File: src/sv/dss_pkg.sv
// ----------------------------------------------------------------------------
// dss_pkg
// Shared types and constants for the two-stack shared-store block.
// ----------------------------------------------------------------------------
package dss_pkg;

  localparam int unsigned DefaultDepth = 8;
  localparam int unsigned WordW        = 32;
  localparam int unsigned SizeW        = 4;
  localparam int unsigned CmdW         = 3;

  typedef enum logic [CmdW-1:0] {
    CMD_PUSH_A = 3'd0,
    CMD_PUSH_B = 3'd1,
    CMD_POP_A  = 3'd2,
    CMD_POP_B  = 3'd3,
    CMD_PEEK_A = 3'd4,
    CMD_PEEK_B = 3'd5
  } cmd_e;

  typedef enum logic [1:0] {
    ST_OK    = 2'd0,
    ST_FULL  = 2'd1,
    ST_EMPTY = 2'd2
  } status_e;

endpackage

File: src/sv/dual_stack_shared_memory_top.sv
// ----------------------------------------------------------------------------
// dual_stack_shared_memory_top
// Two stacks in one shared store: A grows up from entry 0, B down from the top.
// ----------------------------------------------------------------------------
// One request per clock while results are taken; each result appears in the
// cycle after its request is accepted, from the registered read of the
// single-port store. A stalled result holds the input side. The store needs
// no clearing after reset.
module dual_stack_shared_memory_top import dss_pkg::*; #(
  parameter int unsigned DEPTH = DefaultDepth
) (
  input  logic                    clk_i,
  input  logic                    rst_ni,
  input  logic                    in_valid_i,
  output logic                    in_stall_o,
  input  logic [CmdW-1:0]         command_i,
  input  logic signed [WordW-1:0] push_value_i,
  output logic                    out_valid_o,
  input  logic                    out_stall_i,
  output logic signed [WordW-1:0] read_value_o,
  output logic [1:0]              status_o,
  output logic [SizeW-1:0]        size_a_o,
  output logic [SizeW-1:0]        size_b_o
);

  localparam int unsigned AddrW = (DEPTH > 1) ? $clog2(DEPTH) : 1;

  logic                    mem_we;
  logic                    mem_re;
  logic [AddrW-1:0]        mem_addr;
  logic signed [WordW-1:0] mem_wdata;
  logic signed [WordW-1:0] mem_rdata;

  dss_ctrl #(.Depth(DEPTH)) u_ctrl (
    .clk_i        (clk_i),
    .rst_ni       (rst_ni),
    .in_valid_i   (in_valid_i),
    .in_stall_o   (in_stall_o),
    .command_i    (command_i),
    .push_value_i (push_value_i),
    .out_valid_o  (out_valid_o),
    .out_stall_i  (out_stall_i),
    .read_value_o (read_value_o),
    .status_o     (status_o),
    .size_a_o     (size_a_o),
    .size_b_o     (size_b_o),
    .mem_we_o     (mem_we),
    .mem_re_o     (mem_re),
    .mem_addr_o   (mem_addr),
    .mem_wdata_o  (mem_wdata),
    .mem_rdata_i  (mem_rdata)
  );

  dss_mem #(.Depth(DEPTH)) u_mem (
    .clk_i   (clk_i),
    .we_i    (mem_we),
    .re_i    (mem_re),
    .addr_i  (mem_addr),
    .wdata_i (mem_wdata),
    .rdata_o (mem_rdata)
  );

endmodule

File: src/sv/dss_mem.sv
// ----------------------------------------------------------------------------
// dss_mem
// Single-port synchronous store shared by both stacks, registered read.
// ----------------------------------------------------------------------------
module dss_mem import dss_pkg::*; #(
  parameter int unsigned Depth = DefaultDepth,
  localparam int unsigned AddrW = (Depth > 1) ? $clog2(Depth) : 1
) (
  input  logic                    clk_i,
  input  logic                    we_i,
  input  logic                    re_i,
  input  logic [AddrW-1:0]        addr_i,
  input  logic signed [WordW-1:0] wdata_i,
  output logic signed [WordW-1:0] rdata_o
);

  logic signed [WordW-1:0] mem_q [Depth];
  logic signed [WordW-1:0] rdata_q;

  always_ff @(posedge clk_i) begin
    if (we_i) begin
      mem_q[addr_i] <= wdata_i;
    end
    if (re_i) begin
      rdata_q <= mem_q[addr_i];
    end
  end

  assign rdata_o = rdata_q;

endmodule

File: src/sv/dss_ctrl.sv
// ----------------------------------------------------------------------------
// dss_ctrl
// Stack pointers, command decode, store access and result register.
// ----------------------------------------------------------------------------
module dss_ctrl import dss_pkg::*; #(
  parameter int unsigned Depth = DefaultDepth,
  localparam int unsigned AddrW = (Depth > 1) ? $clog2(Depth) : 1,
  localparam int unsigned CntW  = $clog2(Depth + 1)
) (
  input  logic                    clk_i,
  input  logic                    rst_ni,
  input  logic                    in_valid_i,
  output logic                    in_stall_o,
  input  logic [CmdW-1:0]         command_i,
  input  logic signed [WordW-1:0] push_value_i,
  output logic                    out_valid_o,
  input  logic                    out_stall_i,
  output logic signed [WordW-1:0] read_value_o,
  output logic [1:0]              status_o,
  output logic [SizeW-1:0]        size_a_o,
  output logic [SizeW-1:0]        size_b_o,
  output logic                    mem_we_o,
  output logic                    mem_re_o,
  output logic [AddrW-1:0]        mem_addr_o,
  output logic signed [WordW-1:0] mem_wdata_o,
  input  logic signed [WordW-1:0] mem_rdata_i
);

  logic            accept;
  logic            full;
  logic [CntW:0]   total;
  logic [CntW-1:0] cnt_a_q, cnt_a_d;
  logic [CntW-1:0] cnt_b_q, cnt_b_d;
  logic [CntW-1:0] push_b_idx, top_a_idx, top_b_idx;
  logic            out_valid_q;
  status_e         status_q, status_d;
  logic            take_mem_q, take_mem_d;
  logic [SizeW-1:0] size_a_q, size_b_q;
  logic            we, re;
  logic [AddrW-1:0] addr;

  assign in_stall_o = out_valid_q && out_stall_i;
  assign accept     = in_valid_i && !in_stall_o;

  assign total      = {1'b0, cnt_a_q} + {1'b0, cnt_b_q};
  assign full       = total >= (CntW+1)'(Depth);
  assign push_b_idx = CntW'(Depth - 1) - cnt_b_q;
  assign top_a_idx  = cnt_a_q - CntW'(1);
  assign top_b_idx  = CntW'(Depth) - cnt_b_q;

  always_comb begin
    cnt_a_d    = cnt_a_q;
    cnt_b_d    = cnt_b_q;
    status_d   = ST_OK;
    take_mem_d = 1'b0;
    we         = 1'b0;
    re         = 1'b0;
    addr       = '0;
    case (cmd_e'(command_i))
      CMD_PUSH_A: begin
        if (full) begin
          status_d = ST_FULL;
        end else begin
          we      = 1'b1;
          addr    = cnt_a_q[AddrW-1:0];
          cnt_a_d = cnt_a_q + CntW'(1);
        end
      end
      CMD_PUSH_B: begin
        if (full) begin
          status_d = ST_FULL;
        end else begin
          we      = 1'b1;
          addr    = push_b_idx[AddrW-1:0];
          cnt_b_d = cnt_b_q + CntW'(1);
        end
      end
      CMD_POP_A, CMD_PEEK_A: begin
        if (cnt_a_q == '0) begin
          status_d = ST_EMPTY;
        end else begin
          re         = 1'b1;
          take_mem_d = 1'b1;
          addr       = top_a_idx[AddrW-1:0];
          if (cmd_e'(command_i) == CMD_POP_A) begin
            cnt_a_d = top_a_idx;
          end
        end
      end
      CMD_POP_B, CMD_PEEK_B: begin
        if (cnt_b_q == '0) begin
          status_d = ST_EMPTY;
        end else begin
          re         = 1'b1;
          take_mem_d = 1'b1;
          addr       = top_b_idx[AddrW-1:0];
          if (cmd_e'(command_i) == CMD_POP_B) begin
            cnt_b_d = cnt_b_q - CntW'(1);
          end
        end
      end
      default: begin
      end
    endcase
  end

  assign mem_we_o    = accept && we;
  assign mem_re_o    = accept && re;
  assign mem_addr_o  = addr;
  assign mem_wdata_o = push_value_i;

  always_ff @(posedge clk_i or negedge rst_ni) begin
    if (!rst_ni) begin
      cnt_a_q     <= '0;
      cnt_b_q     <= '0;
      out_valid_q <= 1'b0;
    end else begin
      if (accept) begin
        cnt_a_q     <= cnt_a_d;
        cnt_b_q     <= cnt_b_d;
        out_valid_q <= 1'b1;
      end else if (!out_stall_i) begin
        out_valid_q <= 1'b0;
      end
    end
  end

  // result payload
  always_ff @(posedge clk_i) begin
    if (accept) begin
      status_q   <= status_d;
      take_mem_q <= take_mem_d;
      size_a_q   <= SizeW'(cnt_a_d);
      size_b_q   <= SizeW'(cnt_b_d);
    end
  end

  assign out_valid_o  = out_valid_q;
  assign status_o     = status_q;
  assign size_a_o     = size_a_q;
  assign size_b_o     = size_b_q;
  assign read_value_o = take_mem_q ? mem_rdata_i :
                        ((status_q == ST_EMPTY) ? '1 : '0);

  a_no_overfill: assert property (@(posedge clk_i) disable iff (!rst_ni)
    total <= (CntW+1)'(Depth))
    else $error("stacks overlap");

  a_full_means_met: assert property (@(posedge clk_i) disable iff (!rst_ni)
    accept && (status_d == ST_FULL) |=> total == (CntW+1)'(Depth))
    else $error("push refused while space remains");

  a_empty_size: assert property (@(posedge clk_i) disable iff (!rst_ni)
    out_valid_q && (status_q == ST_EMPTY) |-> (size_a_q == '0) || (size_b_q == '0))
    else $error("empty status with both stacks occupied");

  a_hold_result: assert property (@(posedge clk_i) disable iff (!rst_ni)
    out_valid_q && out_stall_i |=> out_valid_q && $stable(read_value_o)
      && $stable(size_a_q) && $stable(size_b_q))
    else $error("stalled result changed");

endmodule

File: config.mk
export PLATFORM = sky130hd
export DESIGN_NAME = dual_stack_shared_memory_top
export DESIGN_NICKNAME = d
export VERILOG_FILES = /design/src/sv/dss_pkg.sv /design/src/sv/dual_stack_shared_memory_top.sv /design/src/sv/dss_mem.sv /design/src/sv/dss_ctrl.sv
export SDC_FILE = /design/constraint.sdc
export NUM_CORES = 1
export LEC_CHECK = 0
export ABC_AREA = 1
export BUFFER_PORTS_ARGS = -buffer_cell sky130_fd_sc_hd__buf_2
export CORE_MARGIN = 2
export CORE_UTILIZATION = 35
export CTS_CLUSTER_SIZE = 24
export DETAILED_ROUTE_END_ITERATION = 10
export PLACE_DENSITY = 0.58
export RECOVER_POWER = 100
export SETUP_SLACK_MARGIN = 0.5
export SLEW_MARGIN = 20
export SYNTH_ARGS = -nofsm -noshare
export SYNTH_HDL_FRONTEND = slang
export SYNTH_SLANG_ARGS = --single-unit
File: constraint.sdc
create_clock -name clk_i -period 8.7 [get_ports clk_i]
set_input_delay 0.435 -clock clk_i [delete_from_list [all_inputs] [get_ports clk_i]]
set_output_delay 0.435 -clock clk_i [all_outputs]
set_load 0.01 [all_outputs]
==> impl_metrics.ini <==
[clocking]
path_clk_slew_ns = 0.06
cts-root-buf = clkbuf_16
cts_tree = yes
clockBufferDepth = 3
numCtsBuffers = 35
clk_latency_ns = 0.53
cts.sinks = 308
htree_levels = 2
postCtsResizedCells = 0

[cells_and_area]
final_common_cell = nand2_1
nets = 1444
nFillCells = 3765
drive_gt1_frac = 0.05787
ff_latch_area_um2 = 9204
area_growth_pct = 13.57
multiInputGateArea_um2 = 3657
antenna_cells = 0
layout.cells.non_filler = 1935
layout_common_cells = nand2_1, edfxtp_1, nand3_1

[synthesis]
syn_area_per_cell_um2 = 10.24
syn_area_um2 = 13560
synthAdderAreaFrac = 0.01070
synthCells = 1325
syn_nets = 1375
muxShareOfSynthArea = 0
synth-simple-area-share = 0.2436
synth_top_family_by_area = simple AND/OR/NAND/NOR gates
ys_seq_elements = 308
synthDistinctLibCells = 29
yosysWarnings = 0
synth_xor_xnor_area_share = 0.004520
seq_area_frac_synth = 0.6785
synth_compound_area_frac = 0.006826

[detailed_routing]
drc = 0
wl_met1_um = 14510
viasPerCell = 4.683
routed_wl_um = 31810
dr_total_vias = 9062
drt_iter0_markers = 768
ant_nets = 0
wl_met3_um = 1349
top_layer = met5
routedWlPerCell_um = 16.44
firstDrtPassIters = 5
route.met2.wl_um = 15130

[pwr]
power.share.clock = 0.271
power_frac_comb = 0.360
seqPwrFrac = 0.369
switching_share = 0.3823
internal_power_mw = 3.156
ir_worst_vdd_mv = 0.1777
power.leakage_nw = 6.331
power_switching_mw = 1.954
power.density_nw_per_um2 = 331.7

[sta]
tightest_slew_ns = 2.356
setup_viol = 0
final.period_utilization = 0.7217
rsz0062_at_grt = no
whs_ns = 0.1208
slew_viol_final = 173
setup_tns_ns = 0
fin_crit_ns = 6.279
max_slew_margin = -0.5705
finalClockSkew_ns = 0.02212
fmax_mhz = 159.3
finalHoldViolCount = 0

[worst_setup_path]
slowest_stage = nor2_1
reg2reg_slack_ns = 2.42
crit_fanout = 49
setup.worst_path.class = flop to flop
worstPathCellList = ha_1 -> inv_1 -> fa_1 -> nand2_1 -> inv_1 -> nand2_1 -> nand2_1 -> nand2_1 -> inv_1 -> ha_1 -> nand3_1 -> nand2_1 -> nor2_1 -> nand2_4 -> nand2_1 -> nor2_1 -> clkbuf_1 -> clkbuf_1
crit_top_cell = nand2_1
arrival_ns = 6.41
critPathLaunchType = flop
required_ns = 8.83
critPathMaxStageDelay_ns = 1.23
worst_setup_path_end_kind = flop

[floorplan]
initial_core_util = 0.3526
die_h_um = 200.9
pin_count = 83
die_area_um2 = 40340
core.rowCount = 72
die_w_um = 200.9
coreArea_um2 = 38470

[status]
violations = max-capacitance violations, max-slew violations
status = complete, but fails checks

[placed_design]
portBuffers = 82
gp_congestion = 0.8319
hpwlAfterDp_um = 18420
dp.cells = 1873

[grt]
grt_usage = 0.1586
grt_pass1_wl_um = 50390
grt_pass1_vias = 8862
overflow = 0
grt_max_degree = 88
antenna_found_initial = 1

[flow_run]
cap_violations = 5

[worst_hold_path]
hp-class = input port to flop
layout make-up:
class,count,area share
multi-input combinational,849,0.2374
tap,518,0.04207
clock buffer,40,0.05807
clock inverter,20,0.01121
inverter,101,0.02461
timing repair buffer,99,0.02916
sequential,308,0.5975
worst max-delay path, delay by kind of cell (launching register included):
kind	cells	cell delay, ns
simple gates	10	3.22
buf+inv	5	1.32
fa+ha+maj	3	0.86
flops	1	0.43
power groups by stage:
stage | Combinational [mW] | Clock [mW] | Sequential [mW]
floorplan | 1.39 | 0 | 1.89
global placement | 1.86 | 0 | 1.91
detailed placement | 1.88 | 0 | 1.91
CTS | 1.89 | 1.41 | 1.88
global route | 2.12 | 1.47 | 1.90
finish | 1.84 | 1.38 | 1.88
state kept, by name, indices dropped and copies added (netlist names):
register / count
u_ctrl.cnt_b_q: 4
u_ctrl.take_mem_q: 1
u_ctrl.cnt_a_q: 4
u_mem.rdata_o: 32
u_mem.mem_q: 256
u_ctrl.out_valid_o: 1
u_ctrl.status_o: 2
u_ctrl.size_b_o: 4
u_ctrl.size_a_o: 4
stage by stage:
stage	power (mW)	util	area, µm²	setup WS [ns]
after global routing	5.491	0.4005	15400	1.890
after detailed placement	3.790	0.3785	14560	3.596
after CTS	5.181	0.4065	15640	3.545
after floorplan	3.279	-	13560	4.363
after global placement	3.775	0.3748	14420	3.668
final	5.110	0.4005	15400	2.421
synth_stat cells:
| master | number | area, µm² |
|---|---|---|
| nand2_1 | 624 | 2342 |
| edfxtp_1 | 299 | 8979 |
| nand3_1 | 153 | 765.7 |
| inv_1 | 99 | 371.6 |
| buf_2 | 37 | 185.2 |
| nor2_1 | 24 | 90.09 |
| buf_4 | 15 | 112.6 |
| clkbuf_1 | 11 | 41.29 |
| ha_1 | 10 | 125.1 |
| dfrtp_1 | 9 | 225.2 |
| o21ai_0 | 6 | 30.03 |
| a21oi_1 | 5 | 25.02 |
| xor2_1 | 5 | 43.79 |
| buf_6 | 3 | 33.78 |
| nor2_2 | 3 | 18.77 |
| o211ai_1 | 3 | 22.52 |
| inv_2 | 2 | 7.510 |
| nand2_2 | 2 | 12.51 |
| nand3_2 | 2 | 20.02 |
| nor2_4 | 2 | 22.52 |
| or2_2 | 2 | 12.51 |
| xnor2_1 | 2 | 17.52 |
| clkbuf_2 | 1 | 5.000 |
| fa_1 | 1 | 20.02 |
| nor2b_1 | 1 | 6.260 |
| nor3_1 | 1 | 5.000 |
| o2111ai_1 | 1 | 8.760 |
| o22ai_1 | 1 | 6.260 |
| or3b_2 | 1 | 8.760 |
kinds of logic (layout without fill, tap and decap cells):
kind of cell,Yosys count,after routing
AND/OR/NAND/NOR,815,815
flip-flops,308,308
AO/OA/AOI/OAI,16,16
adder cells (fa/ha/maj),11,11
buffers and inverters,168,260
XOR/XNOR,7,7
final timing paths:
path,start,end,cells past startpoint
max in group asynchronous,rst_ni,u_ctrl.cnt_a_q[3],2
worst min-delay path,in_valid_i,u_ctrl.out_valid_o,3
worst max register to register,u_ctrl.cnt_a_q[0],u_mem.mem_q[1][4],18
worst min register to register,u_ctrl.out_valid_o,u_ctrl.out_valid_o,2
worst max-delay path,u_ctrl.cnt_a_q[0],u_mem.mem_q[1][4],18
min in group asynchronous,rst_ni,u_ctrl.cnt_a_q[2],2
per-layer routing:
layer | global-route usage | vias to the layer above
met5 | 0 | -
met3 | 0.02808 | 60
met2 | 0.2668 | 199
met1 | 0.2089 | 4324
li1 | - | 4477
met4 | 0.04947 | 2
what timing repair did:
| action | in CTS | in global routing |
|---|---|---|
| endpoints found under the hold margin | 9 | 0 |
| setup buffers | 0 | 0 |
| hold buffers | 1 | 0 |
| setup endpoints to repair | 0 | 0 |
Power figures use the tool's default switching activity.
